### src/hw/rtl/stlag_ram.sv
// Generic single-write, single-read RAM with registered read data.
module stlag_ram #(
  parameter int WIDTH = 8,
  parameter int DEPTH = 16
) (
  input  logic                     clk_i,
  input  logic                     we_i,
  input  logic [$clog2(DEPTH)-1:0] waddr_i,
  input  logic [WIDTH-1:0]         wdata_i,
  input  logic                     re_i,
  input  logic [$clog2(DEPTH)-1:0] raddr_i,
  output logic [WIDTH-1:0]         rdata_o
);

  logic [WIDTH-1:0] mem [DEPTH];
  logic [WIDTH-1:0] rdata_q;

  always_ff @(posedge clk_i) begin
    if (we_i) begin
      mem[waddr_i] <= wdata_i;
    end
    if (re_i) begin
      rdata_q <= mem[raddr_i];
    end
  end

  assign rdata_o = rdata_q;

endmodule

### config.mk
export PLATFORM = sky130hd
export DESIGN_NAME = stlag_ram
export DESIGN_NICKNAME = d
export VERILOG_FILES = /design/src/hw/rtl/stlag_ram.sv
export SDC_FILE = /design/constraint.sdc
export NUM_CORES = 1
export LEC_CHECK = 0
export BUFFER_PORTS_ARGS = -buffer_cell sky130_fd_sc_hd__buf_4
export CORE_ASPECT_RATIO = 0.75
export CORE_MARGIN = 2
export CORE_UTILIZATION = 65
export DETAILED_ROUTE_END_ITERATION = 6
export MAX_ROUTING_LAYER = met4
export PLACE_DENSITY = 0.85
export SETUP_SLACK_MARGIN = 0.3
export SKIP_CTS_REPAIR_TIMING = 1
export SLEW_MARGIN = 10
export SYNTH_ARGS = -nofsm -noshare
export SYNTH_HDL_FRONTEND = slang
export SYNTH_SLANG_ARGS = --single-unit
### constraint.sdc
create_clock -name clk_i -period 3.1 [get_ports clk_i]
set_input_delay 0 -clock clk_i [delete_from_list [all_inputs] [get_ports clk_i]]
set_output_delay 0 -clock clk_i [all_outputs]
set_load 0.05 [all_outputs]
; After elaboration in Yosys (flattened, before gate mapping)
; Memories as Yosys holds them, arrays and structs flattened. A register that Yosys moved wholly into a read port is not among the register bits.
; Index checks and enable logic that the tools add are counted.
[totals]
reg_bits = 0
latch_bits = 0
mem_bits_rw = 128
mem_bits_ro = 0
inputBits = 19
output_inout_bits = 8
wordCells = 3
n_memories = 1
[op_classes]
addsub = 0
mul = 0
n_div = 0
n_lt_le_gt_ge = 0
n_eq_ne = 0
shift = 0
muxes = 2
bitwise_logic = 0
n_reduce_logical = 0
[mem_list]
columns = memory, words, width, rd, rd_ports_with_merged_regs, wr, line_no
row1 = mem, 16, 8, 1, 1, 1, 15  ; logic [WIDTH-1:0] mem [DEPTH];
[ops]
columns = cell, count
row1 = $mux 1, 2

; Longest topological paths before layout
[logic_depth]
depth_word = 2
mapped_depth = 5
ltp_nobuf = 3

; Worst setup path before layout
; OpenSTA, ideal clock, no wires.
[synth_timing]
path_kind = input to register
from = in waddr_i[2]
to = mem mem[0][0], enable pin
setup_ns = 0.383
t_arrival_ns = 1.110
required_time_ns = 2.717
path_slack_ns = 1.607
path_stages = 2
n_path_buf = 0
path_cell_list = or3b_2 > nor3_1
[synth_lines]
columns = element, line_no
row1 = start: declaration, 8  ; input logic [$clog2(DEPTH)-1:0] waddr_i,
row2 = end: declaration, 15
; Straight into the memory's write port.

==> metrics <==
DIE AREA around 8800 sq um; global placer's final weighted congestion 0.779; post-synth top area share 0.781; Worst-path clk slew 0.06 ns; Worst path top cell family by delay multiplexers; site row count 28; Inst Count DP 354; Psw 0.000877 W; reg-to-reg slack, setup between 1 and 1.5 ns; Max Fanout on Critical Path 1; Die Span Y 81.7 um; total placed instance area 5500 sq um; Via-to-Cell Ratio 6.39; pwr dens 688 nW/um^2; final cell count without fillers 397; worst clock skew 0.00676 ns; core area 7850 sq um; RSZ-0062 raised after global routing false; crit path launch type flip-flop; Crit Path Class reg2reg; IO Port Bufs 26; sequential area share after synthesis 0.781; DRT iter0 DRCs 325; IO Count 27; H-Tree Depth 4; Buf+Inv Stages, Crit Path 0; VDD IR-drop max ~0.64 mV; Post-Syn Area 5230 sq um; final setup fails 0; Seq pwr share 0.490; area delta synth->final 18.3%; status complete, no violations; Reg2Reg Depth 3; HPWL Detailed 6.17 mm; Slew @ Worst Pin 0.890 ns; post-route ant nets 0; leakage 2.07 nW; commonest cells after routing, fill and taps aside 136 x edfxtp_1, 30 x buf_4, 18 x mux4_2; reg2reg start mem[10][2]; WL/cell 26.6 um; clk sink count 136; r2r endpoint rdata_o[2]; syn nets 248; Post-Syn Instances 229; most common cell after layout, fill and taps aside edfxtp_1; gr usage total 0.273; clock latency on the worst-skew pair 0.51 ns; die width roughly 110 um; TritonCTS buffer count 17; # nets final 298; first-pass GRT wire length 15.4 mm; Synth cell types 18; Final Hold Viols 0; P_int ~0.0034 W; vias in the first global route 2493; initial antenna violation count 0; sw frac 0.206; Post-route DRC 0; crit-path cells mux4_1 > a22oi_1 > nand2_1; critical path endpoint category flip-flop; fin util 0.788; Area contributors post-synth edfxtp_1 78%, mux4_2 7.8%, mux4_1 7.0%, a22oi_1 2.3%, nor2_1 0.93%; Hold Path Class in2reg; period utilisation layout 0.522; CP Data Arrival Time about 1.9 ns; clk root buf clkbuf_8; critical path's slowest cell mux4_1; hold endpoint mem[8][6]; drt pass-1 iters 5; CTS tree done; vias ~2.5k; setup TNS 0 ns; Slew headroom 0.404; logic gate share of total power 0.056; fraction of final layout cells sized beyond drive strength 1 0.267; Slew Viols, Final 0; Initial Util 0.666; flops & latches, synth 136; Min Clock Period, post-route roughly 1.6 ns; final WL ~11 mm; Clk network pwr share 0.454; syn_area_per_cell 22.8 sq um; largest net degree at the start of global routing 33; Layout fillers approximately 390; Critical Path RT 3.35 ns; FMAX 619 MHz; Max Cap Viol 0; Ys Warns 0; min-delay src waddr_i[1]; peak per-stage delay on the critical path 0.53 ns; finished layout cell area 6180 sq um; hold depth 3; total power between 0.004 and 0.005 W; area leader, netlist edfxtp_1; CTS Buffer Depth 2; total grt overflow 0; n_diodes 0
==> cells in the mapped netlist <==
master,count
edfxtp_1,136
mux4_2,18
a22oi_1,16
mux4_1,14
nor2_1,13
nand2_1,9
nor3_1,4
buf_2,3
buf_6,3
clkdlybuf4s25_2,3
nand2b_1,2
nand3b_1,2
and2_1,1
and2b_1,1
buf_4,1
nand3_1,1
nor2b_1,1
or3b_2,1
==> power groups by stage <==
stage / logic (W) / clock network, W / registers, W
2_1_floorplan: 0.000105 / 0 / 0.00215
3_3_place_gp: 0.000219 / 0 / 0.00212
3_5_place_dp: 0.000226 / 0 / 0.00212
4_1_cts: 0.000229 / 0.00195 / 0.00209
5_1_grt: 0.000254 / 0.00203 / 0.00209
6_report: 0.000239 / 0.00193 / 0.00208
==> flip-flops by register name, summed over array words and instances, names as in the netlist <==
signal   cells
mem        128
rdata_o      8
==> worst reg2reg max path: cells and delay by family (launching register included) <==
family / cells / cell delay (ns)
flip-flops: 1 / 0.37
AO/OA/AOI/OAI: 1 / 0.34
multiplexers: 1 / 0.53
AND/OR/NAND/NOR: 1 / 0.11
==> routing by layer <==
layer / track usage / routed length [um] / part of all wire
met1: 0.374 / 4440 / 0.42
met2: 0.397 / 5120 / 0.48
met4: 0.101 / 201 / 0.019
met3: 0.0857 / 812 / 0.077
met5: - / 0 / 0
==> through the flow <==
stage | setup WS (ns) | hold WS [ns]
final | 1.48 | 0.0287
after global routing | 1.45 | 0.0156
after CTS | 1.51 | -0.250
after detailed placement | 1.27 | 0.290
after floorplan | 1.61 | 0.0989
after global placement | 1.33 | 0.293
==> how the worst max path moves through the flow <==
| stage | from | endpoint | slack, ns | depth (start not counted) |
|---|---|---|---|---|
| 6_report | mem[10][2] | rdata_o[2] | 1.48 | 3 |
| 5_1_grt | waddr_i[0] | mem[12][4] | 1.45 | 4 |
| 4_1_cts | mem[10][2] | rdata_o[2] | 1.51 | 3 |
| 3_5_place_dp | raddr_i[0] | rdata_o[2] | 1.27 | 4 |
| 3_3_place_gp | raddr_i[0] | rdata_o[4] | 1.33 | 4 |
| 2_1_floorplan | waddr_i[2] | mem[0][0] | 1.61 | 2 |
==> kinds of logic after synthesis <==
kind of cell,Yosys count,share of synthesized area
DFF,136,0.781
and+or+nand+nor,35,0.0314
muxes,32,0.148
AOI/OAI and AO/OA,16,0.0230
buffers and inverters,10,0.0165
==> layout make-up <==
| class | count | area [sq um] | area share |
|---|---|---|---|
| sequential | 136 | 4080 | 0.661 |
| multi-input combinational | 83 | 1060 | 0.171 |
| clock buffer | 18 | 418 | 0.0676 |
| timing repair buffer | 41 | 335 | 0.0542 |
| clock inverter | 14 | 156 | 0.0253 |
| tap | 105 | 131 | 0.0213 |
Note: power is estimated with default switching activity, not from simulation.
