===== src/hw/rtl/stlag_pkg.sv =====
// Shared types, constants and defaults for the scrolled tile layer address generator.
package stlag_pkg;

  localparam int MAP_COLUMNS_C   = 32;
  localparam int MAP_ROWS_C      = 64;
  localparam int SCREEN_WIDTH_C  = 320;
  localparam int SCREEN_HEIGHT_C = 224;

  localparam int CODE_W    = 13;
  localparam int MAP_IDX_W = 11;
  localparam int ROM_W     = 21;
  localparam int SCROLL_W  = 16;
  localparam int OFF_W     = 4;
  localparam int COL_W     = 5;
  localparam int ROW_W     = 6;

  // A tile whose position is at or left of minus WRAP_LIMIT moves right by WRAP_SPAN.
  localparam logic [16:0] WRAP_LIMIT = 17'd192;
  localparam logic [7:0]  WRAP_SPAN_HI = 8'd1;

  typedef enum logic {
    KIND_WRITE = 1'b0,
    KIND_QUERY = 1'b1
  } kind_e;

  typedef enum logic {
    REG_SCROLL_X = 1'b0,
    REG_SCROLL_Y = 1'b1
  } reg_idx_e;

  typedef struct packed {
    logic                 kind;
    logic [MAP_IDX_W-1:0] map_index;
    logic [15:0]          map_word;
    logic [8:0]           pixel_x;
    logic [7:0]           pixel_y;
  } in_t;

  typedef struct packed {
    logic             covered;
    logic [ROM_W-1:0] rom_address;
  } out_t;

  typedef struct packed {
    logic [SCROLL_W-1:0] scroll_x;
    logic [SCROLL_W-1:0] scroll_y;
  } cfg_t;

  typedef struct packed {
    logic                 hit;
    logic [OFF_W-1:0]     row_off;
    logic [OFF_W-1:0]     col_off;
    logic [MAP_IDX_W-1:0] map_idx;
  } loc_t;

endpackage


===== src/hw/rtl/stlag_locate.sv =====
// Finds the map entry and in-tile offsets of a queried screen pixel.
module stlag_locate import stlag_pkg::*; #(
  parameter int MAP_ROWS      = MAP_ROWS_C,
  parameter int SCREEN_WIDTH  = SCREEN_WIDTH_C,
  parameter int SCREEN_HEIGHT = SCREEN_HEIGHT_C
) (
  input  in_t  item_i,
  input  cfg_t cfg_i,
  output loc_t loc_o
);

  logic [16:0] sum_x;
  logic [16:0] sum_y;
  logic [16:0] col_base;
  logic        on_screen;
  logic        row_ok;
  logic        col_ok;

  assign on_screen = (10'(item_i.pixel_x) < 10'(SCREEN_WIDTH)) &&
                     (10'(item_i.pixel_y) < 10'(SCREEN_HEIGHT));

  // Vertical: the tile row is simply the scrolled line divided by the tile size.
  assign sum_y  = 17'(item_i.pixel_y) + 17'(cfg_i.scroll_y);
  assign row_ok = sum_y[16:4] < 13'(MAP_ROWS);

  // Horizontal: the scrolled column names the tile directly unless that tile
  // has wrapped, in which case the column one wrap span further right does.
  assign sum_x    = 17'(item_i.pixel_x) + 17'(cfg_i.scroll_x);
  assign col_base = 17'({sum_x[8:4], 4'd0}) + WRAP_LIMIT;
  assign col_ok   = ((sum_x[16:9] == 8'd0) && (col_base > 17'(cfg_i.scroll_x))) ||
                    ((sum_x[16:9] == WRAP_SPAN_HI) && (col_base <= 17'(cfg_i.scroll_x)));

  assign loc_o.hit     = on_screen && row_ok && col_ok;
  assign loc_o.row_off = sum_y[3:0];
  assign loc_o.col_off = sum_x[3:0];
  assign loc_o.map_idx = {sum_y[ROW_W+3:4], sum_x[COL_W+3:4]};

endmodule


===== config.mk =====
export PLATFORM = sky130hd
export DESIGN_NAME = stlag_locate
export DESIGN_NICKNAME = d
export VERILOG_FILES = /design/src/hw/rtl/stlag_pkg.sv /design/src/hw/rtl/stlag_locate.sv
export SDC_FILE = /design/constraint.sdc
export NUM_CORES = 1
export LEC_CHECK = 0
export BUFFER_PORTS_ARGS = -buffer_cell sky130_fd_sc_hd__buf_2
export CAP_MARGIN = 20
export CORE_MARGIN = 2
export CORE_UTILIZATION = 46
export DETAILED_ROUTE_END_ITERATION = 6
export GPL_TIMING_DRIVEN = 0
export PLACE_DENSITY_LB_ADDON = 0.25
export SKIP_LAST_GASP = 1
export SYNTH_ARGS = -nofsm -noshare
export SYNTH_HDL_FRONTEND = slang
export SYNTH_SLANG_ARGS = --single-unit

===== constraint.sdc =====
create_clock -name vclk -period 11.8
set_clock_uncertainty 0.2 [all_clocks]
set_input_delay 1.18 -clock vclk [all_inputs]
set_output_delay 1.18 -clock vclk [all_outputs]
set_load 0.01 [all_outputs]

**Word level (Yosys, flattened, before mapping)**

Index checks and enable logic that the tools add are counted.

- Output and inout port bits: 20
- Bits of input ports: 77
- Bits in registers: 0
- Logic and storage cells: 16

- Reductions and logical operators: 7
- Equal/unequal tests: 1
- Magnitude comparators: 5
- Add/sub/neg operators: 3

Operator list:

| cell | count |
|---|---|
| 8-bit by 16-bit adder with 17-bit output | 1 |
| 9-bit by 16-bit adder with 17-bit output | 1 |
| 10-bit by 16-bit greater-than comparator with 1-bit output | 1 |
| 10-bit by 16-bit less-or-equal comparator with 1-bit output | 1 |
| 13-bit by 7-bit less-than comparator with 1-bit output (second input constant) | 1 |
| 9-bit by 8-bit adder with 10-bit output (second input constant) | 1 |
| 9-bit less-than comparator (second input constant) | 1 |
| 8-bit by 1-bit equality test with 1-bit output (second input constant) | 1 |
| 8-bit logical NOT | 1 |
| 8-bit less-than comparator (second input constant) | 1 |
| 1-bit logical AND | 5 |
| 1-bit logical OR | 1 |

**Depth between registers and ports, before layout**

Gate-level depths: netlist of run 1.

- Depth in word-level cells: 6
- Mapped depth: 15
- Depth with buffers taken out: 15

**Worst setup path before layout of run 1**

Ideal clock, no wire load.

- Path kind: input to output
- Start point: input item_i[8] (netlist bit)
- End point: output loc_o[19] (netlist bit)
- Arrival: 4.580 ns
- Path slack: 5.840 ns
- Path buffers: 0
- Stages on the path: 15
- Required time: 10.420 ns
- Path through: ha_1 > fa_1 > a21o_1 > a221oi_1 > xnor2_1 > inv_1 > ha_1 > inv_1 > ha_1 > a2111oi_0 > o21ai_0 > or3b_4 > xnor2_2 > xnor2_1 > a2111oi_2

RTL lines:

| element | line | text |
|---|---|---|
| from (decl) | stlag_locate.sv:7 | `input in_t item_i,` |
| to (decl) | stlag_locate.sv:9 | `output loc_t loc_o` |

==> impl_metrics.ini, run 1 <==
[die]
initial_core_util_pct = 47.0
io-pin-count = 97
die_w_um = 56.4
coreArea_mm2 = 0.00269
die_height_um = 56.4
fp-row-count = 19
die_area_mm2 = 0.00318

[placed_design]
port-buffer-count = 69
postPlaceCellArea_mm2 = 0.00165
gp_congestion = 0.886
dp_hpwl_um = 2800

[logic_synthesis]
yosysTopAreaCell = ha_1
ys_seq_area_share_pct = 0
ys_warn_count = 0
synth_area_mm2 = 0.00126
synth_cell_types = 49
syn_nets = 269
synth_area_leaders = ha_1 (24%), xnor2_1 (7.6%), o21ai_0 (4.4%)
postSynthCellCount = 166
synthDominantCellAreaShare_pct = 23.8
syn_avg_cell_area_um2 = 7.61

[sta]
rsz0062_at_grt = false
fin_crit_ns = 6.39
tns_ns = 0
timing_hold_violations_final = 0
relSlewSlack_pct = 62.0
fin_crit_sh_pct = 54.1
fmax_mhz = 157
slew_viol_final = 0
finalSetupViolCount = 0
worstMarginPinSlew_ns = 0.570

[final_layout]
seq_cells = 0
fillers = 288
seq_area_um2 = 0
antennaDiodeCount = 0
area_delta_synth_final_pct = 30.4
finalInstanceArea_mm2 = 0.00165
final_layout_size_suffix_gt1_share_pct = 31.5
nets = 340
nClkBuffers = 0

[critical_path]
worstSetupStartpointType = input pin
cp.required_ns = 10.42
cp.arrival_ns = 5.01
cp_max_fo = 3
worstSetupPathType = in2out
worst_setup_path_end_kind = output pin

[detailed_routing]
dr.first_iter.drc_count = 59
num_vias = 1459
dr.pass1.iters = 4
drcViolationCount = 0
ant_nets = 0
viasPerCell = 5.48
drt_wl_total_um = 3110
wl_per_cell_um = 11.7

[worst_hold_path]
worst_hold_path_type = in2out
hold-path-endpoint = loc_o[15]
worstHoldStart = cfg_i[0]
min_path_cells = 3

[grt]
first_global_vias = 1277
grt_start_max_net_pins = 8
grt_pass1_wl_um = 5220
antenna_found_initial = 0
grt_usage_pct = 19.2
overflow = 0

[clock_network]
post_cts_resized = 0
cts_setup_buffers = 0
cts-hold-fix-buffers = 0

[pwr]
p_leak_uw = 0.000841
power_density_mw_per_mm2 = 57.8
vdd_drop_max_mv = 0.0426

[flow_run]
drv_cap = 0

[run_status]
status = completed
[final cells by class]
type	count	area (µm²)	area share (%)
multi-input combinational	152	1210	73.5
buffer	1	3.75	0.228
timing repair buffer	69	345	21.0
tap	31	38.8	2.35
inverter	13	48.8	2.96
[critical path, stage by stage]
cell       delay [ns]
buf_2            0.10
ha_1             0.22
fa_1             0.42
a21o_1           0.20
a221oi_1         0.53
xnor2_1          0.22
inv_1            0.12
ha_1             0.29
inv_1            0.04
ha_1             0.28
a2111oi_0        0.38
o21ai_0          0.13
or3b_4           0.26
xnor2_2          0.10
xnor2_1          0.09
a2111oi_2        0.27
buf_2            0.18
[cells in the mapped netlist, types with 3 or more instances]
library cell	number
a21o_1	5
a21oi_1	7
and2_1	3
ha_1	24
inv_1	13
mux2i_1	4
nand2_1	10
nand2b_1	3
nand3_1	5
nand4_1	3
nor2_1	11
nor3_1	3
o21a_1	6
o21ai_0	11
xnor2_1	11
xor2_1	6
[logic make-up after synthesis]
family                   synth area share, %
AND/OR/NAND/NOR                         24.5
AO/OA/AOI/OAI                           28.2
adder cells (fa/ha/maj)                 26.9
XOR/XNOR                                13.1
buffers and inverters                   4.16
multiplexers                            3.17
[where the power goes]
group          total (µW)  switching [µW]  internal [µW]
sequential              0               0              0
combinational        95.3            50.5           44.7
clock                   0               0              0
total                95.3            50.5           44.7
[worst max-delay path by stage]
stage          slack (ns)      start        end
6_report             5.41  item_i[8]  loc_o[19]
5_1_grt              5.13  cfg_i[16]  loc_o[19]
4_1_cts              5.39  item_i[8]  loc_o[19]
3_5_place_dp         5.39  item_i[8]  loc_o[19]
3_3_place_gp         5.44  item_i[8]  loc_o[19]
2_1_floorplan        5.84  item_i[8]  loc_o[19]
[layout by cell type, fill, tap and decap left out, types with 4 or more instances in the layout]
cell type  Yosys  routed
nor2_1        11      11
o21a_1         6       6
inv_1         13      13
mux2i_1        4       4
a21oi_1        7       7
xnor2_1       11      11
a21o_1         5       5
xor2_1         6       6
buf_2          0      69
nand3_1        5       5
o21ai_0       11      11
ha_1          24      24
nand2_1       10      10
[through the flow]
step | utilization (%) | hold WS, ns | power (µW) | setup WS (ns) | instances
floorplan | - | 2.24 | 63.6 | 5.84 | 166
global placement | 61.3 | 2.45 | 94.7 | 5.44 | 266
detailed placement | 61.3 | 2.46 | 95.7 | 5.39 | 266
CTS | 61.3 | 2.46 | 96.2 | 5.39 | 266
global route | 61.3 | 2.47 | 107 | 5.13 | 266
finish | 61.3 | 2.45 | 95.3 | 5.41 | 266
[routing by layer]
layer  track usage [%]  part of all wire [%]
met1              27.1                    48
met5                 0                     0
met3              1.15                   5.8
met2              33.8                    46
met4              1.02                  0.55
Power figures use the tool's default switching activity.
==> run 2, diff against run 1 <==
--- a/config.mk
+++ b/config.mk
@@ -5,10 +5,11 @@
 export SDC_FILE = /design/constraint.sdc
 export NUM_CORES = 1
 export LEC_CHECK = 0
+export ABC_AREA = 1
 export BUFFER_PORTS_ARGS = -buffer_cell sky130_fd_sc_hd__buf_2
 export CAP_MARGIN = 20
 export CORE_MARGIN = 2
-export CORE_UTILIZATION = 46
+export CORE_UTILIZATION = 47
 export DETAILED_ROUTE_END_ITERATION = 6
 export GPL_TIMING_DRIVEN = 0
 export PLACE_DENSITY_LB_ADDON = 0.25
==> constraint.sdc (replaced) <==
create_clock -name vclk -period 6.5
set_clock_uncertainty 0.2 [all_clocks]
set_input_delay 0.65 -clock vclk [all_inputs]
set_output_delay 0.65 -clock vclk [all_outputs]
set_load 0.01 [all_outputs]
==> run 2 against run 1 <==
Compared with the run above: worst setup slack lost 3.4 ns; global-route usage grew 1.4 points; final area grew 27%; die area grew 30%; sequential share of layout area is the same.
==> impl_metrics.ini, run 2 <==
[run_status]
status = completed

[grt]
grt_usage_pct = 20.6
first_global_vias = 1916
grt_pass1_wl_um = 7280
grt_start_max_net_pins = 9
overflow = 0
antenna_found_initial = 0

[logic_synthesis]
synth_area_leaders = nand2_1 (26%), ha_1 (18%), inv_1 (13%)
synth_area_mm2 = 0.00171
yosys-top-cells-count = nand2_1 (119), inv_1 (61), nor2_1 (33), nand3_1 (30), ha_1 (24)
synth.most_common_cell = nand2_1
syn_nets = 432
ys_seq_area_share_pct = 0
syn_avg_cell_area_um2 = 5.19
yosysTopAreaCell = nand2_1
ys_warn_count = 0
postSynthCellCount = 329
synthDominantCellAreaShare_pct = 26.2
synth_cell_types = 26

[worst_hold_path]
worst_hold_path_type = in2out
worstHoldStart = cfg_i[0]
hold-path-endpoint = loc_o[15]
min_path_cells = 3

[sta]
timing_hold_violations_final = 0
tns_ns = 0
fin_hold_ws_ns = 1.39
fin_ws_ns = 1.99
worstMarginPinSlew_ns = 0.333
slew_viol_final = 0
relSlewSlack_pct = 77.6
fmax_mhz = 222
finalSetupViolCount = 0
fin_crit_sh_pct = 69.3
fin_crit_ns = 4.51
rsz0062_at_grt = false

[critical_path]
worstSetupStartpointType = input pin
cp.required_ns = 5.65
worst_setup_path_end_kind = output pin
critPathMostFrequentCell = nand2_1
cp_cell_sequence = buf_2, ha_1, fa_1, nand3_1, nand3_2, nand2_1, nand2_1, xor2_1, inv_1, ha_1, xnor2_1, ha_1, nand2_1, inv_1, nand4_1, o21bai_1, nor2_1, nand3_1, nand2_1, nor2_1, nand2_1, nor2_1, buf_2
worstSetupPathType = in2out
cp.arrival_ns = 3.66
cp_max_fo = 4
slowest_stage = fa_1
cp_slowest_stage_delay_ns = 0.42

[pwr]
p_leak_uw = 0.00136
power_density_mw_per_mm2 = 94.0
vdd_drop_max_mv = 0.0507

[final_layout]
seq_area_um2 = 0
final_layout_size_suffix_gt1_share_pct = 18.7
final_cell_mix = nand2_1 (119), buf_2 (67), inv_1 (61)
antennaDiodeCount = 0
post-route-util_pct = 61.5
area_delta_synth_final_pct = 23.0
seq_cells = 0
nClkBuffers = 0
nets = 501
stdcell_count = 442
final_common_cell = nand2_1

[flow_run]
drv_cap = 0

[die]
io-pin-count = 97
fp-row-count = 21
die_w_um = 64.3
coreArea_mm2 = 0.00342
die_area_mm2 = 0.00413
initial_core_util_pct = 50.0
die_height_um = 64.3

[placed_design]
dp_hpwl_um = 3810
place_ws_ns = 1.97
place_inst = 442
port-buffer-count = 67
gp_congestion = 0.831

[detailed_routing]
drcViolationCount = 0
dr_wl_met3_um = 190
num_vias = 2105
wl_per_cell_um = 9.36
top_layer = met4
ant_nets = 0
drt-met1-wl_um = 1860
dr_wl_met2_um = 2070
drt_wl_total_um = 4140
dr.pass1.iters = 4
viasPerCell = 4.76
dr.first_iter.drc_count = 50

[clock_network]
cts_setup_buffers = 0
cts-hold-fix-buffers = 0
post_cts_resized = 0
[run 2: kinds of logic (layout without fill, tap and decap cells)]
group           count (synthesis)  count (layout)  share of synthesized area [%]
xor+xnor                       17              17                           8.72
buf+inv                        64             131                           14.5
simple gates                  206             206                           50.9
fa+ha+maj                      26              26                           19.9
compound gates                 16              16                           5.94
[run 2: final cells by class]
type | count | area [µm²]
inverters | 62 | 233
plain buffers | 2 | 15.0
well taps | 46 | 57.6
fillers | 402 | 1320
multi-input cells | 265 | 1460
repair buffers | 67 | 335
[run 2: worst max-delay path by stage]
stage                          from        end  slack [ns]  cells past startpoint
after floorplan           item_i[8]  loc_o[19]        2.32                     23
after global placement    item_i[8]  loc_o[19]        2.07                     25
after detailed placement  item_i[8]  loc_o[19]        1.97                     23
after CTS                 item_i[8]  loc_o[19]        1.97                     23
after global routing      item_i[8]  loc_o[19]        1.71                     23
final                     item_i[8]  loc_o[19]        1.99                     23
[run 2: layer usage]
layer / up-vias / GRT usage [%]
met5: - / 0
met4: 0 / 0.798
met3: 2 / 0
met2: 52 / 42.2
met1: 887 / 24.9
li1: 1164 / -
[run 2: stage by stage]
step / total power [µW] / instance area [µm²]
finish: 197 / 2100
global route: 226 / 2100
CTS: 199 / 2100
detailed placement: 198 / 2100
global placement: 194 / 2100
floorplan: 135 / 1710
[run 2: power breakdown]
group / internal [µW] / leakage (µW) / switching, µW
clock: 0 / 0 / 0
sequential: 0 / 0 / 0
combinational: 82.5 / 0.00136 / 115
[run 2: worst max-delay path: cells and delay by family]
kind | cells | cell delay (ns)
fa+ha+maj | 4 | 1.12
simple gates | 12 | 1.00
buf+inv | 4 | 0.42
xor+xnor | 2 | 0.32
compound gates | 1 | 0.18
