## config.mk

```make
export PLATFORM = sky130hd
export DESIGN_NAME = stlag_cfg
export DESIGN_NICKNAME = d
export VERILOG_FILES = /design/src/hw/rtl/stlag_pkg.sv /design/src/hw/rtl/stlag_cfg.sv
export SDC_FILE = /design/constraint.sdc
export NUM_CORES = 1
export LEC_CHECK = 0
export BUFFER_PORTS_ARGS = -buffer_cell sky130_fd_sc_hd__buf_2
export CAP_MARGIN = 20
export CORE_MARGIN = 2
export CORE_UTILIZATION = 42
export CTS_CLUSTER_SIZE = 14
export DETAILED_ROUTE_END_ITERATION = 10
export GPL_TIMING_DRIVEN = 0
export PLACE_DENSITY = 0.8
export SETUP_SLACK_MARGIN = 0.15
export SYNTH_ARGS = -nofsm -noshare
export SYNTH_HDL_FRONTEND = slang
export SYNTH_SLANG_ARGS = --single-unit
```

## constraint.sdc

```tcl
create_clock -name clk_i -period 1.9 [get_ports clk_i]
set_clock_uncertainty 0.15 [all_clocks]
set_input_delay 0.475 -clock clk_i [delete_from_list [all_inputs] [get_ports clk_i]]
set_output_delay 0.475 -clock clk_i [all_outputs]
set_load 0.02 [all_outputs]
```

## src/hw/rtl/stlag_pkg.sv

```systemverilog
// Shared types, constants and defaults for the scrolled tile layer address generator.
package stlag_pkg;

  localparam int MAP_COLUMNS_C   = 32;
  localparam int MAP_ROWS_C      = 64;
  localparam int SCREEN_WIDTH_C  = 320;
  localparam int SCREEN_HEIGHT_C = 224;

  localparam int CODE_W    = 13;
  localparam int MAP_IDX_W = 11;
  localparam int ROM_W     = 21;
  localparam int SCROLL_W  = 16;
  localparam int OFF_W     = 4;
  localparam int COL_W     = 5;
  localparam int ROW_W     = 6;

  // A tile whose position is at or left of minus WRAP_LIMIT moves right by WRAP_SPAN.
  localparam logic [16:0] WRAP_LIMIT = 17'd192;
  localparam logic [7:0]  WRAP_SPAN_HI = 8'd1;

  typedef enum logic {
    KIND_WRITE = 1'b0,
    KIND_QUERY = 1'b1
  } kind_e;

  typedef enum logic {
    REG_SCROLL_X = 1'b0,
    REG_SCROLL_Y = 1'b1
  } reg_idx_e;

  typedef struct packed {
    logic                 kind;
    logic [MAP_IDX_W-1:0] map_index;
    logic [15:0]          map_word;
    logic [8:0]           pixel_x;
    logic [7:0]           pixel_y;
  } in_t;

  typedef struct packed {
    logic             covered;
    logic [ROM_W-1:0] rom_address;
  } out_t;

  typedef struct packed {
    logic [SCROLL_W-1:0] scroll_x;
    logic [SCROLL_W-1:0] scroll_y;
  } cfg_t;

  typedef struct packed {
    logic                 hit;
    logic [OFF_W-1:0]     row_off;
    logic [OFF_W-1:0]     col_off;
    logic [MAP_IDX_W-1:0] map_idx;
  } loc_t;

endpackage

```

## src/hw/rtl/stlag_cfg.sv

```systemverilog
// APB register file holding the horizontal and vertical scroll values.
module stlag_cfg import stlag_pkg::*; (
  input  logic        clk_i,
  input  logic        rst_ni,
  input  logic        psel,
  input  logic        penable,
  input  logic        pwrite,
  input  logic [2:0]  paddr,
  input  logic [31:0] pwdata,
  output logic [31:0] prdata,
  output logic        pready,
  output cfg_t        cfg_o
);

  logic [SCROLL_W-1:0] scroll_x_q, scroll_x_d;
  logic [SCROLL_W-1:0] scroll_y_q, scroll_y_d;
  logic                wr_en;

  // Only the word select bit is decoded; the byte offset bits are ignored.
  assign wr_en = psel && penable && pwrite && pready;

  always_comb begin
    scroll_x_d = scroll_x_q;
    scroll_y_d = scroll_y_q;
    if (wr_en) begin
      case (reg_idx_e'(paddr[2]))
        REG_SCROLL_X: scroll_x_d = pwdata[SCROLL_W-1:0];
        REG_SCROLL_Y: scroll_y_d = pwdata[SCROLL_W-1:0];
        default: ;
      endcase
    end
  end

  always_ff @(posedge clk_i or negedge rst_ni) begin
    if (!rst_ni) begin
      scroll_x_q <= '0;
      scroll_y_q <= '0;
    end else begin
      scroll_x_q <= scroll_x_d;
      scroll_y_q <= scroll_y_d;
    end
  end

  always_comb begin
    case (reg_idx_e'(paddr[2]))
      REG_SCROLL_X: prdata = {16'd0, scroll_x_q};
      REG_SCROLL_Y: prdata = {16'd0, scroll_y_q};
      default:      prdata = '0;
    endcase
  end

  assign pready         = 1'b1;
  assign cfg_o.scroll_x = scroll_x_q;
  assign cfg_o.scroll_y = scroll_y_q;

endmodule

```

=== Word level (Yosys, flattened, before mapping) ===
Index checks and enable logic that the tools add are counted.

* Logic and storage cells: 8
* Bits of input ports: 40
* Flip-flop bits (word level): 32

* Bitwise operators: 1
* Multiplexer cells: 1
* Reduce and logical (&&, ||, !) cells: 4

{| class="wikitable"
|+ Operators with widths
! cell !! number
|-
| $pmux 32 s2 || 1
|-
| $reduce_and 2->1 || 2
|-
| $logic_and 1x1->1 || 2
|-
| $not 1->1 || 1
|}

=== Depth between registers and ports, before layout ===
Gate-level depths: netlist (run 1).

* Depth after elaboration: 3
* Gate-level depth with buffers: 4

=== Least setup slack after synthesis (run 1) ===
No wires, ideal clock.

* Path type: input -> output
* From: input paddr[2]
* To: output prdata[10]
* Buffers on the path: 2
* Required time: 1.275 ns
* Arrival: 1.204 ns
* Setup slack: 0.071 ns
* Stages: 3
* Path through: buf_6 > buf_2 > mux2_2

* Cells in the longest elaborated chain, start to end: 2

{| class="wikitable"
|+ RTL lines
! what !! line !! text
|-
| start, declared || stlag_cfg.sv:8 || <nowiki>input logic [2:0] paddr,</nowiki>
|-
| $not 1->1 || n/a ||
|-
| $pmux 32 s2 (*) || stlag_cfg.sv:45 || <nowiki>case (reg_idx_e'(paddr[2]))</nowiki>
|-
| end, declared || stlag_cfg.sv:10 || <nowiki>output logic [31:0] prdata,</nowiki>
|}

Every way passes the cells marked *; elsewhere a longest branch is shown, timed or not. The select of a mux whose other input is x is not followed.

=== Final worst setup path (run 1) ===
* From: input paddr[2]
* To: output prdata[8]

The elaborated chain is that of the path after synthesis.

==> impl_metrics.py, run 1 <==
metrics = {
    "status": {
        "outcome": "finished clean",
    },
    "layout": {
        "area_delta_synth_final_pct": 51.6,
        "antenna_cells": 0,
        "drive_gt1_frac": 0.757,
        "fin_cells": 250,
        "nets": 241,
        "final_common_cell": "buf_2",
        "layout_common_cells": "buf_2, dfrtp_1, mux2_2",
    },
    "global_route": {
        "antenna_found_initial": 0,
        "grt_max_degree": 33,
        "grt_pass1_vias": 1093,
        "globalRoute.totalOverflow": 0,
        "grt_pass1_wl_um": 5430,
        "track_usage": 0.175,
    },
    "floorplanning": {
        "start_util": 0.436,
        "core-area_um2": 3660,
        "die_x_um": 65.7,
        "die_y_um": 65.7,
        "die_area_um2": 4310,
        "ios": 105,
        "std_cell_rows": 22,
    },
    "worst_setup_path": {
        "path_depth": 4,
        "crit_path_max_fanout": 5,
        "reg2reg_depth": 2,
        "worstPathRequired_ns": 1.27,
        "r2r-end": "scroll_x_q[1]",
        "r2r-start": "scroll_x_q[1]",
        "path_cells": "buf_12, buf_16, mux2_4, buf_6",
        "critPathCaptureType": "output port",
        "critPathSlowestCell": "mux2_4",
        "ff2ff_setup_slack_ns": 0.87,
        "worstSetupStartpointType": "primary input",
        "worst-setup-path-type": "in2out",
        "max_stage_delay_ns": 0.30,
        "worst_ep_arrival_time_ns": 1.16,
        "crit_family": "buffers and inverters",
        "cp_num_buf_inv": 3,
    },
    "min_path": {
        "hold_path.class": "in2async",
    },
    "clock_network": {
        "numCtsBuffers": 5,
        "clockBufferDepth": 2,
        "root_buffer": "clkbuf_8",
        "cts.sink_count": 32,
        "cts-hold-fix-buffers": 0,
        "clk_latency_ns": 0.28,
        "h-tree-depth": 2,
        "clkSlewWorstSetupHoldPaths_ns": 0.07,
        "tritoncts": "yes",
    },
    "routing": {
        "postRouteAntennaNets": 0,
        "drt_iter0_drc": 13,
        "via_per_inst": 4.41,
        "drt-total-wl_um": 3480,
        "detail_route.first_pass.iterations": 2,
        "drc": 0,
        "avgRoutedWirePerCell_um": 13.9,
        "via_count": 1102,
    },
    "logic_synthesis": {
        "mappedNetlistArea_um2": 1600,
        "postSynthCellCount": 105,
        "syn_avg_cell_area_um2": 15.2,
        "synth.area.top_cells": "dfrtp_1, mux2_2, mux2_4",
        "ys_seq_area_frac": 0.501,
        "ys_ff_latch": 32,
        "yosys.area.top_type": "dfrtp_1",
        "synth_top_area_share": 0.501,
        "synth.distinct_cells": 9,
        "yosysWarnings": 0,
    },
    "power_and_ir_drop": {
        "p_leak_nw": 1.31,
        "peakVddDrop_v": 0.000944,
        "p_per_area_nw_per_um2": 1120,
        "power_mw": 2.70,
    },
    "placed_design": {
        "gp_congestion": 0.712,
        "port_buffers": 68,
        "dp_hpwl_um": 2340,
        "dp.cells": 236,
    },
    "timing": {
        "hold_ws_ns": 0.0780,
        "fmax_mhz": 560,
        "maxSlewHeadroom": 0.545,
        "rsz0062_at_grt": "yes",
        "post-route-min-period_ns": 1.79,
        "finalHoldViolCount": 0,
        "post-route-period-util": 0.941,
        "setup_viol": 0,
        "worstMarginPinSlew_ns": 0.682,
        "slew_viol_final": 0,
    },
    "job": {
        "drv_cap": 0,
    },
}
## kinds of logic (layout without fill, tap and decap cells)
| group | Yosys count | after routing | share of synthesized area |
|---|---|---|---|
| other | 2 | 17 | 0.00470 |
| buffers and inverters | 21 | 103 | 0.104 |
| AND/OR/NAND/NOR | 2 | 2 | 0.0282 |
| multiplexers | 48 | 48 | 0.362 |
| flip-flops | 32 | 32 | 0.501 |
## per-stage QoR
| step | cell area (um^2) | setup slack (ns) | utilization | TNS, ns |
|---|---|---|---|---|
| after CTS | 2360 | 0.106 | 0.646 | 0 |
| after global routing | 2420 | 0.0990 | 0.662 | 0 |
| after detailed placement | 2060 | -0.0643 | 0.562 | -0.549 |
| after floorplan | 1660 | 0.125 | - | 0 |
| final | 2420 | 0.113 | 0.662 | 0 |
| after global placement | 2060 | -0.0477 | 0.562 | -0.448 |
## worst max-delay path by stage
stage / from / endpoint / slack [ns]
final: paddr[2] / prdata[8] / 0.11
after global routing: paddr[2] / prdata[4] / 0.1
after CTS: paddr[2] / prdata[4] / 0.11
after detailed placement: paddr[2] / prdata[4] / -0.06
after global placement: paddr[2] / prdata[4] / -0.05
after floorplan: paddr[2] / prdata[10] / 0.13
## cell type report
| cell class | count | area, um^2 |
|---|---|---|
| Timing Repair Buffer | 74 | 524 |
| Clock inverter | 3 | 42.5 |
| Multi-Input combinational cell | 67 | 736 |
| Sequential cell | 32 | 801 |
| Tap cell | 48 | 60.1 |
| Fill cell | 288 | 1240 |
| Buffer | 21 | 190 |
| Clock buffer | 5 | 68.8 |
## registers in the layout, summed over array words and instances, names as in the netlist
name and count:
scroll_y_q 16, scroll_x_q 16
## cells in the mapped netlist
cell	n
mux2_2	38
dfrtp_1	32
buf_4	17
mux2_4	10
buf_6	3
conb_1	2
buf_2	1
nand4_4	1
nand4b_4	1
## power by group
part | total, mW | switching [mW] | internal, mW
registers | 0.946 | 0.113 | 0.833
clock network | 0.638 | 0.250 | 0.388
logic | 1.12 | 0.550 | 0.570
## per-layer routing
| metal | vias to the layer above | global-route usage | share of wire |
|---|---|---|---|
| met5 | - | 0 | 0 |
| met4 | 0 | 0.0703 | 0.014 |
| met3 | 7 | 0.0497 | 0.056 |
| met2 | 40 | 0.290 | 0.52 |
| met1 | 526 | 0.212 | 0.41 |
| li1 | 529 | - | - |
## what timing repair did
action                                  4_1_cts  5_1_grt
endpoints found under the hold margin         0        0
gates cloned                                  2        0
buffers inserted                              2        2
gates resized for setup                      37       13
endpoints found under the setup margin       10       15
(Power assumes the default switching activity.)
==> run 2: changes to the inputs <==
--- a/config.mk
+++ b/config.mk
@@ -9,3 +9,2 @@
 export CAP_MARGIN = 20
-export CORE_MARGIN = 2
 export CORE_UTILIZATION = 42
--- a/constraint.sdc
+++ b/constraint.sdc
@@ -4,2 +4,2 @@
 set_output_delay 0.475 -clock clk_i [all_outputs]
-set_load 0.02 [all_outputs]
+set_load 0.005 [all_outputs]
==> impl_metrics.py, run 2 (synthesis gave the netlist of run 1 again) <==
metrics = {
    "status": {
        "outcome": "finished clean",
    },
    "worst_setup_path": {
        "worstSetupStartpointType": "primary input",
        "reg2reg_depth": 1,
        "worst_ep_arrival_time_ns": 1.16,
        "crit_family": "buffers and inverters",
        "worst-setup-path-type": "in2out",
        "worstPathRequired_ns": 1.27,
        "crit_path_max_fanout": 7,
        "path_depth": 4,
        "r2r-start": "scroll_x_q[2]",
        "r2r-end": "scroll_x_q[2]",
        "max_stage_delay_ns": 0.30,
        "cp_num_buf_inv": 3,
        "critPathSlowestCell": "mux2_4",
        "endpoint": "prdata[9]",
        "path_cells": "buf_12, buf_16, mux2_4, buf_6",
        "critPathLaunch": "paddr[2]",
        "ff2ff_setup_slack_ns": 0.97,
        "critPathCaptureType": "output port",
    },
    "layout": {
        "nets": 238,
        "finish.utilization": 0.645,
        "final_common_cell": "buf_2",
        "top_regs": "scroll_x_q (16), scroll_y_q (16)",
        "fin_cells": 247,
        "layout_common_cells": "buf_2, dfrtp_1, mux2_4, mux2_2, buf_4",
        "final_area_um2": 2360,
        "area_delta_synth_final_pct": 47.7,
        "drive_gt1_frac": 0.754,
        "antenna_cells": 0,
    },
    "routing": {
        "via_per_inst": 4.53,
        "detail_route.first_pass.iterations": 4,
        "avgRoutedWirePerCell_um": 13.0,
        "drt_iter0_drc": 37,
        "drt-total-wl_um": 3210,
        "via_count": 1119,
        "postRouteAntennaNets": 0,
        "drc": 0,
    },
    "timing": {
        "post-route-min-period_ns": 1.78,
        "slew_viol_final": 0,
        "fin_ws_ns": 0.119,
        "maxSlewHeadroom": 0.535,
        "post-route-period-util": 0.937,
        "rsz0062_at_grt": "yes",
        "worstMarginPinSlew_ns": 0.698,
        "finalHoldViolCount": 0,
        "fmax_mhz": 562,
        "setup_viol": 0,
    },
    "clock_network": {
        "clkSlewWorstSetupHoldPaths_ns": 0.06,
        "cts-hold-fix-buffers": 0,
        "numCtsBuffers": 5,
        "root_buffer": "clkbuf_8",
        "clockBufferDepth": 2,
        "cts.sink_count": 32,
        "clk_latency_ns": 0.28,
        "tritoncts": "yes",
        "h-tree-depth": 2,
    },
    "floorplanning": {
        "ios": 105,
        "die_x_um": 63.7,
        "die_area_um2": 4060,
        "die_y_um": 63.7,
        "core-area_um2": 3660,
        "std_cell_rows": 22,
        "start_util": 0.436,
    },
    "global_route": {
        "track_usage": 0.167,
        "grt_max_degree": 33,
        "grt_pass1_wl_um": 5020,
        "grt_pass1_vias": 1016,
        "globalRoute.totalOverflow": 0,
        "antenna_found_initial": 0,
    },
    "power_and_ir_drop": {
        "peakVddDrop_v": 0.000710,
        "p_per_area_nw_per_um2": 954,
        "p_leak_nw": 1.28,
    },
    "placed_design": {
        "port_buffers": 68,
        "gp_congestion": 0.737,
        "dp.cells": 236,
        "dp_hpwl_um": 2150,
        "dp_slack_ns": -0.0433,
        "dpl_cell_area_um2": 2060,
    },
    "min_path": {
        "hold_path.class": "in2async",
    },
    "job": {
        "drv_cap": 0,
    },
}
## run 2: report_power, final
part / switching [mW] / total [mW] / internal, mW
registers: 0.116 / 0.950 / 0.833
logic: 0.242 / 0.772 / 0.530
clock network: 0.240 / 0.529 / 0.288
total: 0.599 / 2.25 / 1.65
## run 2: layer usage
layer / wire length, um / up-vias / global-route usage
met5: 0 / - / 0
met4: 23 / 0 / 0.0341
met3: 191 / 3 / 0.0797
met2: 1640 / 47 / 0.267
met1: 1350 / 552 / 0.203
li1: - / 517 / -
## run 2: worst min path at each step
stage	end	slack, ns
after detailed placement	scroll_x_q[12]	0.36
final	scroll_x_q[15]	0.09
after global routing	scroll_x_q[15]	0.14
after CTS	scroll_x_q[15]	0.11
after global placement	scroll_y_q[4]	0.36
after floorplan	scroll_x_q[0]	0.03
## run 2: stage by stage
step	total power, mW	hold slack (ns)	setup TNS (ns)
floorplan	1.26	0.0294	0
global placement	1.55	0.358	-0.118
detailed placement	1.56	0.361	-0.275
CTS	2.20	0.111	0
global route	2.39	0.138	0
finish	2.25	0.0856	0
## run 2: repair_timing
action | 4_1_cts | 5_1_grt
hold endpoints to repair | 0 | 0
gates cloned | 1 | 0
setup endpoints to repair | 10 | 14
gates resized for setup | 22 | 11
buffers inserted | 2 | 0
## run 2: layout make-up
| type | count | area, um^2 |
|---|---|---|
| plain buffers | 21 | 190 |
| clock buffers | 6 | 82.6 |
| clock inverters | 2 | 10.0 |
| fillers | 290 | 1300 |
| multi-input cells | 67 | 739 |
| flip-flops and latches | 32 | 801 |
| well taps | 48 | 60.1 |
| repair buffers | 71 | 477 |
==> run 3: changes to the inputs <==
Settings changed: ABC_CLOCK_PERIOD_IN_PS from default to 1700, PLACE_DENSITY 0.8 to 0.91.
Clock period 1.9 ns to 1.7 ns, I/O delays scaled along.
==> impl_metrics.py, run 3 (synthesis gave the netlist of run 1 again) <==
metrics = {
    "status": {
        "outcome": "finished clean",
    },
    "worst_setup_path": {
        "max_stage_delay_ns": 0.30,
        "path_cells": "buf_12, buf_12, mux2_4, buf_6",
        "worstPathRequired_ns": 1.12,
        "worst-setup-path-type": "in2out",
        "reg2reg_depth": 2,
        "worstSetupStartpointType": "primary input",
        "r2r-end": "scroll_x_q[3]",
        "crit_family": "buffers and inverters",
        "r2r-start": "scroll_x_q[3]",
        "critPathSlowestCell": "mux2_4",
        "cp_num_buf_inv": 3,
        "ff2ff_setup_slack_ns": 0.64,
        "critPathMostFrequentCell": "buf_12",
        "worst_ep_arrival_time_ns": 1.10,
        "critPathCaptureType": "output port",
        "crit_path_max_fanout": 5,
    },
    "global_route": {
        "antenna_found_initial": 0,
        "globalRoute.totalOverflow": 0,
        "grt_pass1_vias": 1133,
        "track_usage": 0.189,
        "grt_max_degree": 33,
        "grt_pass1_wl_um": 5600,
    },
    "floorplanning": {
        "core-area_um2": 3660,
        "std_cell_rows": 22,
        "ios": 105,
        "die_y_um": 63.7,
        "die_x_um": 63.7,
        "start_util": 0.436,
        "die_area_um2": 4060,
    },
    "clock_network": {
        "numCtsBuffers": 5,
        "root_buffer": "clkbuf_8",
        "tritoncts": "yes",
        "clkSlewWorstSetupHoldPaths_ns": 0.06,
        "cts.sink_count": 32,
        "clockBufferDepth": 2,
        "h-tree-depth": 2,
        "clk_latency_ns": 0.28,
        "cts-hold-fix-buffers": 0,
    },
    "routing": {
        "via_count": 1185,
        "via_per_inst": 4.61,
        "drt-total-wl_um": 3530,
        "avgRoutedWirePerCell_um": 13.7,
        "drt_iter0_drc": 34,
        "postRouteAntennaNets": 0,
        "detail_route.first_pass.iterations": 4,
        "drc": 0,
    },
    "min_path": {
        "hold_path.class": "in2async",
    },
    "placed_design": {
        "port_buffers": 68,
        "gp_congestion": 0.776,
        "dp_hpwl_um": 2390,
        "dp.cells": 236,
    },
    "power_and_ir_drop": {
        "clock_power_share": 0.227,
        "power_switching_mw": 0.670,
        "combPwrFrac": 0.363,
        "p_per_area_nw_per_um2": 1060,
        "switching_share": 0.261,
        "p_leak_nw": 1.32,
        "seqPwrFrac": 0.410,
        "peakVddDrop_v": 0.000851,
        "internal-power_mw": 1.90,
    },
    "layout": {
        "drive_gt1_frac": 0.756,
        "regArea_um2": 801,
        "fin_cells": 257,
        "area_delta_synth_final_pct": 51.5,
        "nFillCells": 290,
        "antenna_cells": 0,
        "multi_input_area_um2": 728,
        "nets": 248,
        "top_regs": "scroll_x_q (16), scroll_y_q (16)",
        "layout_common_cells": "buf_2, dfrtp_1, buf_4",
        "final_common_cell": "buf_2",
    },
    "job": {
        "drv_cap": 0,
    },
    "timing": {
        "setup-tns-final_ns": 0,
        "setup_viol": 0,
        "post-route-period-util": 0.987,
        "post-route-min-period_ns": 1.68,
        "slew_viol_final": 0,
        "finalHoldViolCount": 0,
        "fmax_mhz": 596,
        "maxSlewHeadroom": 0.540,
        "worstMarginPinSlew_ns": 0.690,
        "rsz0062_at_grt": "yes",
    },
}
run 3: layout make-up:
class	count	area share
sequential	32	0.331
multi-input combinational	67	0.301
timing repair buffer	81	0.228
buffer	21	0.0786
clock buffer	8	0.0372
tap	48	0.0248
run 3: worst register-to-register path, stage by stage, from the launching register on:
cell and delay [ns]:
dfrtp_1 0.40, buf_4 0.15, mux2_4 0.25
run 3: per-stage QoR:
step / cell area (um^2) / hold WS (ns) / utilization / total power, mW / setup WS, ns
finish: 2420 / 0.0392 / 0.661 / 2.57 / 0.0222
global route: 2420 / 0.0741 / 0.661 / 2.71 / 0.00493
CTS: 2350 / 0.0598 / 0.641 / 2.51 / 0.0253
detailed placement: 2080 / 0.358 / 0.568 / 1.77 / -0.0601
global placement: 2080 / 0.355 / 0.568 / 1.74 / -0.0512
floorplan: 1680 / -0.0206 / - / 1.43 / 0.122
run 3: how the worst max path moves through the flow:
stage / startpoint / to / depth (start not counted)
CTS: paddr[2] / prdata[11] / 4
finish: paddr[2] / prdata[7] / 4
global route: scroll_x_q[7] / prdata[7] / 2
detailed placement: paddr[2] / prdata[7] / 4
floorplan: paddr[2] / prdata[14] / 3
global placement: paddr[2] / prdata[7] / 4
run 3: repair_timing:
item / in CTS / in global routing
setup endpoints to repair: 16 / 16
gates resized for setup: 15 / 7
hold endpoints to repair: 0 / 0
setup buffers: 6 / 5
cloned: 2 / 0
run 3: power by group through the flow:
stage               registers, mW  logic, mW  clock network, mW
detailed placement           1.07      0.705                  0
global route                 1.07       1.00              0.638
finish                       1.05      0.931              0.584
global placement             1.05      0.688                  0
CTS                          1.05      0.857              0.606
floorplan                    1.06      0.361                  0
run 3: per-layer routing:
| metal | wire length (um) | vias up | track usage |
|---|---|---|---|
| li1 | - | 539 | - |
| met1 | 1370 | 593 | 0.205 |
| met2 | 1950 | 49 | 0.339 |
| met3 | 173 | 4 | 0.0453 |
| met4 | 40 | 0 | 0.0938 |
| met5 | 0 | - | 0 |
